File: src/sv/cpsp_pkg.sv
// ----------------------------------------------------------------------------
// cpsp_pkg
// Shared constants for the circle pair separation projection pipeline.
// ----------------------------------------------------------------------------
package cpsp_pkg;

  // default coordinate width (signed fixed point, raw integer arithmetic)
  localparam int unsigned COORD_WIDTH_DEF = 32;

  // root bits resolved per square root pipeline stage
  localparam int unsigned SQRT_STEPS = 4;

  // quotient bits resolved per divider pipeline stage
  localparam int unsigned DIV_STEPS = 4;

endpackage

File: src/sv/cpsp_sqrt.sv
// ----------------------------------------------------------------------------
// cpsp_sqrt
// Pipelined integer square root, floor(sqrt(rad)), several root bits a stage.
// ----------------------------------------------------------------------------
module cpsp_sqrt #(
  parameter int unsigned OW = 33
) (
  input  logic            clk_i,
  input  logic            rst_ni,
  input  logic            valid_i,
  input  logic [2*OW-1:0] rad_i,
  output logic            valid_o,
  output logic [OW-1:0]   root_o
);
  import cpsp_pkg::*;

  localparam int unsigned TW  = 2 * OW + 1;
  localparam int unsigned NST = (OW + SQRT_STEPS - 1) / SQRT_STEPS;

  logic [TW-1:0] rem_p  [NST];
  logic [OW-1:0] root_p [NST+1];
  logic          vld_q  [NST+1];

  assign rem_p[0]  = {1'b0, rad_i};
  assign root_p[0] = '0;
  assign vld_q[0]  = valid_i;

  for (genvar s = 0; s < NST; s++) begin : g_stage
    logic [TW-1:0] rem_d;
    logic [OW-1:0] root_d;

    always_comb begin
      logic [TW-1:0] trial;
      int            b;
      rem_d  = rem_p[s];
      root_d = root_p[s];
      trial  = '0;
      for (int k = 0; k < int'(SQRT_STEPS); k++) begin
        b = int'(OW) - 1 - s * int'(SQRT_STEPS) - k;
        if (b >= 0) begin
          // (r + 2^b)^2 - r^2 = r*2^(b+1) + 2^(2b)
          trial = (TW'(root_d) << (b + 1)) + (TW'(1) << (2 * b));
          if (trial <= rem_d) begin
            rem_d  = rem_d - trial;
            root_d = root_d | (OW'(1) << b);
          end
        end
      end
    end

    always_ff @(posedge clk_i) begin
      root_p[s+1] <= root_d;
    end

    if (s < NST - 1) begin : g_rem
      always_ff @(posedge clk_i) begin
        rem_p[s+1] <= rem_d;
      end
    end

    always_ff @(posedge clk_i or negedge rst_ni) begin
      if (!rst_ni) begin
        vld_q[s+1] <= 1'b0;
      end else begin
        vld_q[s+1] <= vld_q[s];
      end
    end
  end

  assign valid_o = vld_q[NST];
  assign root_o  = root_p[NST];

endmodule

File: config.mk
export PLATFORM = sky130hd
export DESIGN_NAME = cpsp_sqrt
export DESIGN_NICKNAME = d
export VERILOG_FILES = /design/src/sv/cpsp_pkg.sv /design/src/sv/cpsp_sqrt.sv
export SDC_FILE = /design/constraint.sdc
export NUM_CORES = 2
export LEC_CHECK = 0
export ABC_CLOCK_PERIOD_IN_PS = 20900
export BUFFER_PORTS_ARGS = -buffer_cell sky130_fd_sc_hd__buf_4
export CAP_MARGIN = 20
export CORE_UTILIZATION = 40
export CTS_CLUSTER_SIZE = 16
export DETAILED_ROUTE_END_ITERATION = 10
export GPL_ROUTABILITY_DRIVEN = 1
export GPL_TIMING_DRIVEN = 0
export PLACE_DENSITY = 0.56
export SLEW_MARGIN = 10
export SYNTH_ARGS = -nofsm -noshare
export SYNTH_HDL_FRONTEND = slang
export SYNTH_SLANG_ARGS = --single-unit
File: constraint.sdc
create_clock -name clk_i -period 20.9 [get_ports clk_i]
set_input_delay 3.135 -clock clk_i [delete_from_list [all_inputs] [get_ports clk_i]]
set_output_delay 3.135 -clock clk_i [all_outputs]
set_load 0.02 [all_outputs]
**Yosys cells after proc, flatten, opt, wreduce, memory -nomap -nowiden**

Cells that the tools add are included.

- $add $sub $neg: 64
- Order comparisons: 33
- Muxes and demuxes: 56

Operators by type and width:

| kind | number |
|---|---|
| $mux W67 | 32 |
| $le A36 B67 Y1 | 1 |
| $le A37 B67 Y1 | 1 |
| $le A38 B67 Y1 | 1 |
| $le A39 B67 Y1 | 1 |
| $le A40 B67 Y1 | 1 |
| $le A41 B67 Y1 | 1 |
| $le A42 B67 Y1 | 1 |
| $le A43 B67 Y1 | 1 |
| $le A44 B67 Y1 | 1 |
| $le A45 B67 Y1 | 1 |
| $le A46 B67 Y1 | 1 |
| $le A47 B67 Y1 | 1 |
| $le A48 B67 Y1 | 1 |
| $le A49 B67 Y1 | 1 |
| $le A50 B67 Y1 | 1 |
| $le A51 B67 Y1 | 1 |
| $le A52 B67 Y1 | 1 |
| $le A53 B67 Y1 | 1 |
| $le A54 B67 Y1 | 1 |
| $le A55 B67 Y1 | 1 |
| $le A56 B67 Y1 | 1 |
| $le A57 B67 Y1 | 1 |
| $le A58 B67 Y1 | 1 |
| 98 further kinds | 98 |

- Register bits after elaboration: 842
- Word-level logic and storage cells: 188

**Longest topological paths before layout**

- Depth in word-level cells: 12
- Depth in mapped cells: 73

**Worst setup path after synthesis**

Ideal clock, no wire load.

- Path type: register to register
- Start: register root_p[129] in the netlist's numbering
- End: register rem_p[113] in the netlist's numbering
- Arrival time: 13.060 ns
- Path slack: 7.719 ns
- Stages on the path, launching flop included: 67
- Cell sequence: dfxtp_1 > inv_1 > ha_1 > clkbuf_1 > nand4b_1 > nor4_2 > o2bb2ai_1 > a32o_1 > or2_1 > buf_6 > clkbuf_1 > clkbuf_1 > clkbuf_1 > a21oi_1 > ha_1 > clkbuf_1 > a21o_1 > a21o_1 > (+31 left out) > buf_1 > nor3_1 > a22o_1 > ha_1 > clkbuf_1 > nand2_1 > or3_1 > nor3_1 > nand4_1 > nor4b_1 > a2111o_1 > nor3_4 > inv_2 > o2111ai_2 > or2_1 > buf_4 > nand2b_1 > xnor2_1

- Word-level cells in the longest chain between the ends: 12
- Elaborated cells on any way between the ends: 19
- Those cells by class: add/sub: 8; order compare: 4; mux: 7

Ends and longest elaborated chain:

| what | line | source |
|---|---|---|
| start: declaration | cpsp_sqrt.sv:21 | `logic [OW-1:0] root_p [NST+1];` |
| start signal: indexed assignment | cpsp_sqrt.sv:52 | `root_p[s+1] <= root_d;` |
| $add A42 B17 Y43 | cpsp_sqrt.sv:42 | `trial = (TW'(root_d) << (b + 1)) + (TW'(1) << (2 * b));` |
| $le A43 B67 Y1 | cpsp_sqrt.sv:43 | `if (trial <= rem_d) begin` |
| $mux W9 | cpsp_sqrt.sv:43 |  |
| $add A41 B15 Y42 | cpsp_sqrt.sv:42 |  |
| $le A42 B67 Y1 | cpsp_sqrt.sv:43 |  |
| $mux W8 | cpsp_sqrt.sv:43 |  |
| $add A40 B13 Y41 | cpsp_sqrt.sv:42 |  |
| $le A41 B67 Y1 | cpsp_sqrt.sv:43 |  |
| $mux W7 | cpsp_sqrt.sv:43 |  |
| $add A39 B11 Y40 | cpsp_sqrt.sv:42 |  |
| $sub A67 B40 Y67 or $le A40 B67 Y1 (tied branches) | cpsp_sqrt.sv:44, cpsp_sqrt.sv:43 |  |
| $mux W67 * | cpsp_sqrt.sv:43 |  |
| net g_stage[6].rem_d[46] | cpsp_sqrt.sv:29 | `logic [TW-1:0] rem_d;` |
| end signal: indexed assignment | cpsp_sqrt.sv:57 | `rem_p[s+1] <= rem_d;` |
| end: declaration | cpsp_sqrt.sv:20 | `logic [TW-1:0] rem_p [NST];` |

The timed path passes the listed nets; every way through them passes the cells marked *.
A chain may end at the register's enable or synchronous reset.

**Final worst setup path**

- Start: register root_p[77] in the netlist's numbering
- End: register rem_p[28] in the netlist's numbering

- Word-level cells in the longest chain between the ends: 12
- Elaborated cells on any way between the ends: 19
- Those cells by class: add/sub: 8; order compare: 4; mux: 7

Ends and longest elaborated chain:

| what | line |
|---|---|
| $add A38 B9 Y39 | cpsp_sqrt.sv:42 |
| $le A39 B67 Y1 | cpsp_sqrt.sv:43 |
| $mux W5 | cpsp_sqrt.sv:43 |
| $add A37 B7 Y38 | cpsp_sqrt.sv:42 |
| $le A38 B67 Y1 | cpsp_sqrt.sv:43 |
| $mux W4 | cpsp_sqrt.sv:43 |
| $add A36 B5 Y37 | cpsp_sqrt.sv:42 |
| $le A37 B67 Y1 | cpsp_sqrt.sv:43 |
| $mux W3 | cpsp_sqrt.sv:43 |
| $add A35 B3 Y36 | cpsp_sqrt.sv:42 |
| $sub A67 B36 Y67 or $le A36 B67 Y1 (tied branches) | cpsp_sqrt.sv:44, cpsp_sqrt.sv:43 |
| $mux W67 * | cpsp_sqrt.sv:43 |
| net g_stage[7].rem_d[28] | cpsp_sqrt.sv:29 |

Marked as above.

==> results.tsv <==
stage	metric	value	unit
global_routing	grt_pass1_wl	399	mm
clock_network	ctsResizeCount	0	
die	core	170000	um^2
layout	drive_gt1_share	5.94	%
drt	avgRoutedWirePerCell	23.2	um
clock_network	cts_buffers	82	
setup_path	slowest_delay	0.77	ns
drt	viasPerCell	5.94	
global_routing	antenna_found_initial	14	
die	fp.dieW	416	um
logic_synthesis	netlist_area	68700	um^2
sta	relSlewSlack	20.7	%
logic_synthesis	synthFlopType	dfxtp_1	
sta	drv_slew	0	
die	start_util	40.4	%
clock_network	insertion_delay	0.72	ns
global_routing	grt_remaining_overflow	0	
sta	setup_viol	0	
setup_path	cp_max_fo	12	
layout	utilization	44.2	%
setup_path	crit_buf_inv	19	
logic_synthesis	async_flop_share	1.25	%
pwr	power_density	171	nW/um^2
setup_path	slowest_stage	nor4_1	
pwr	power	12.9	mW
logic_synthesis	ys_top_cells_by_area	dfxtp_1 (21%), ha_1 (12%), xnor2_1 (7.4%)	
sta	fmax	51.0	MHz
place	portBuffers	102	
layout	nets	10100	
place	post-place-ws	2.00	ns
setup_path	r2r_slack	1.30	ns
drt	routed_wl	269	mm
layout	final_common_cell	nor2_1	
place	place.gp.congestion	0.984	
logic_synthesis	yosysTopAreaCellShare	20.8	%
sta	fin_skew	0.0367	ns
drt	ant_nets	0	
die	io_pins	103	
logic_synthesis	synth_edf_count	0	
sta	worst_pin_slew	1.17	ns
logic_synthesis	yosysWarnings	0	
sta	hold_viol_final	0	
global_routing	grt_pass1_vias	65400	
clock_network	tritoncts	done	
clock_network	cts_hold_buffers	0	
sta	fin_ws	1.30	ns
setup_path	cp.arrival	20.16	ns
setup_path	crit_type	reg -> reg	
clock_network	post_cts.repair.setup_buffers	0	
drt	drc_errors	0	
min_path	hold_path_class	reg -> reg	
layout	final_cell_mix	nor2_1 (860), a21oi_1 (854), nand2_1 (755)	
pwr	leakagePower	32.5	nW
logic_synthesis	seq_area_frac_synth	21.1	%
global_routing	grt_usage	29.7	%
logic_synthesis	ys_ff_latch	722	
place	dpl.hpwl	225	mm
sta	setup_tns	0	ns
die	rows	151	
sta	grt_setup_unrepaired	false	
logic_synthesis	syn_inst	9157	
drt	first_pass_iters	6	
logic_synthesis	synth_top_area_cell	dfxtp_1	
drt	vias	69200	
die	die_h	416	um
clock_network	clockBufferDepth	3	
clock_network	cts.sinks	722	
clock_network	clk_pin_slew	0.07	ns
setup_path	critPathLaunchType	flop	
run_status	status	finished, final reports clean	
sta	fin_crit	19.60	ns
layout	areaGrowthSynthToFinish	9.40	%
drt	drt-initial-drc-count	5828	
setup_path	required	21.47	ns
setup_path	cp_top_family	compound AO/OA/AOI/OAI gates	
clock_network	cts-htree-levels	3	
logic_synthesis	synth_cell_types	124	
logic_synthesis	syn_avg_cell_area	7.50	um^2
sta	period_share	93.8	%
setup_path	cp-end-kind	flop	
job	maxCapViolations	0	
logic_synthesis	syn-num-nets	9865	
global_routing	grt_max_degree	16	
clock_network	cts_root_buf	clkbuf_16	
die	design.die.area	173000	um^2
pwr	vdd_drop_max	0.0000974	V
[area by class of cell]
class                   instances  area (um^2)
well taps                    2218         2780
diodes                          6         15.0
plain buffers                 343         1370
clock inverters                40          482
inverters                     480         1810
multi-input cells            7612        51000
clock buffers                 109         2350
flip-flops and latches        722        14500
repair buffers                109          813
fillers                     17400        94700
[routing by layer]
metal | global-route usage [%] | part of all wire (%)
met4 | 12.9 | 4.6
met1 | 37.2 | 43
met5 | 0 | 0.012
met2 | 51.4 | 48
met3 | 3.10 | 4.9
[state kept, by name, summed over array words and instances, names as in the netlist]
register / count
rem_p: 536
root_o: 33
root_p: 144
valid_o: 1
vld_q: 8
[worst paths after layout]
kind                                    start                  to  cells after the start
setup / recovery           root_p[77]$_DFF_P_   rem_p[28]$_DFF_P_                     68
hold / removal             rem_p[438]$_DFF_P_  rem_p[371]$_DFF_P_                      0
setup reg to reg           root_p[77]$_DFF_P_   rem_p[28]$_DFF_P_                     68
hold reg to reg            rem_p[438]$_DFF_P_  rem_p[371]$_DFF_P_                      0
max in group asynchronous              rst_ni   valid_o$_DFF_PN0_                      1
min in group asynchronous              rst_ni  vld_q[8]$_DFF_PN0_                      1
[synthesized netlist by cell type, drive strengths merged (57+ instances only)]
master  count
o21ai     498
or2        66
xnor2     585
o211ai     57
a21oi     854
or3       110
a21o      323
and3       98
nor4      226
nand3     249
o21a      108
clkbuf    263
buf        80
ha        639
inv       476
nor2      862
or4        71
a211oi     81
nand4     231
nor2b      84
xor2      341
nand2b    106
o31ai      80
and2       90
nor3      233
o21bai     95
dfxtp     713
a31oi      94
nand2     760
[cell families (layout without fill, tap and decap cells)]
logic type / Yosys count / count (layout) / synth area share, %
muxes: 77 / 77 / 1.21
adders and majority gates: 639 / 639 / 11.6
and+or+nand+nor: 3372 / 3372 / 25.2
buffers and inverters: 823 / 1081 / 4.64
xor gates and xnor gates: 926 / 926 / 11.9
AOI/OAI and AO/OA: 2598 / 2598 / 24.3
other: 0 / 6 / 0
DFF: 722 / 722 / 21.1
[report_power, final]
part / internal (mW) / switching, mW
clock network: 0.875 / 0.642
logic: 3.34 / 5.92
registers: 1.76 / 0.343
total: 5.97 / 6.90
[per-stage QoR]
step	cells	area (um^2)	hold WS, ns
2_1_floorplan	9157	68700	0.323
3_3_place_gp	11500	72200	0.330
3_5_place_dp	11500	72300	0.338
4_1_cts	11600	75100	0.305
5_1_grt	11600	75100	0.322
6_report	11600	75100	0.316
Note: power is estimated with default switching activity, not from simulation.
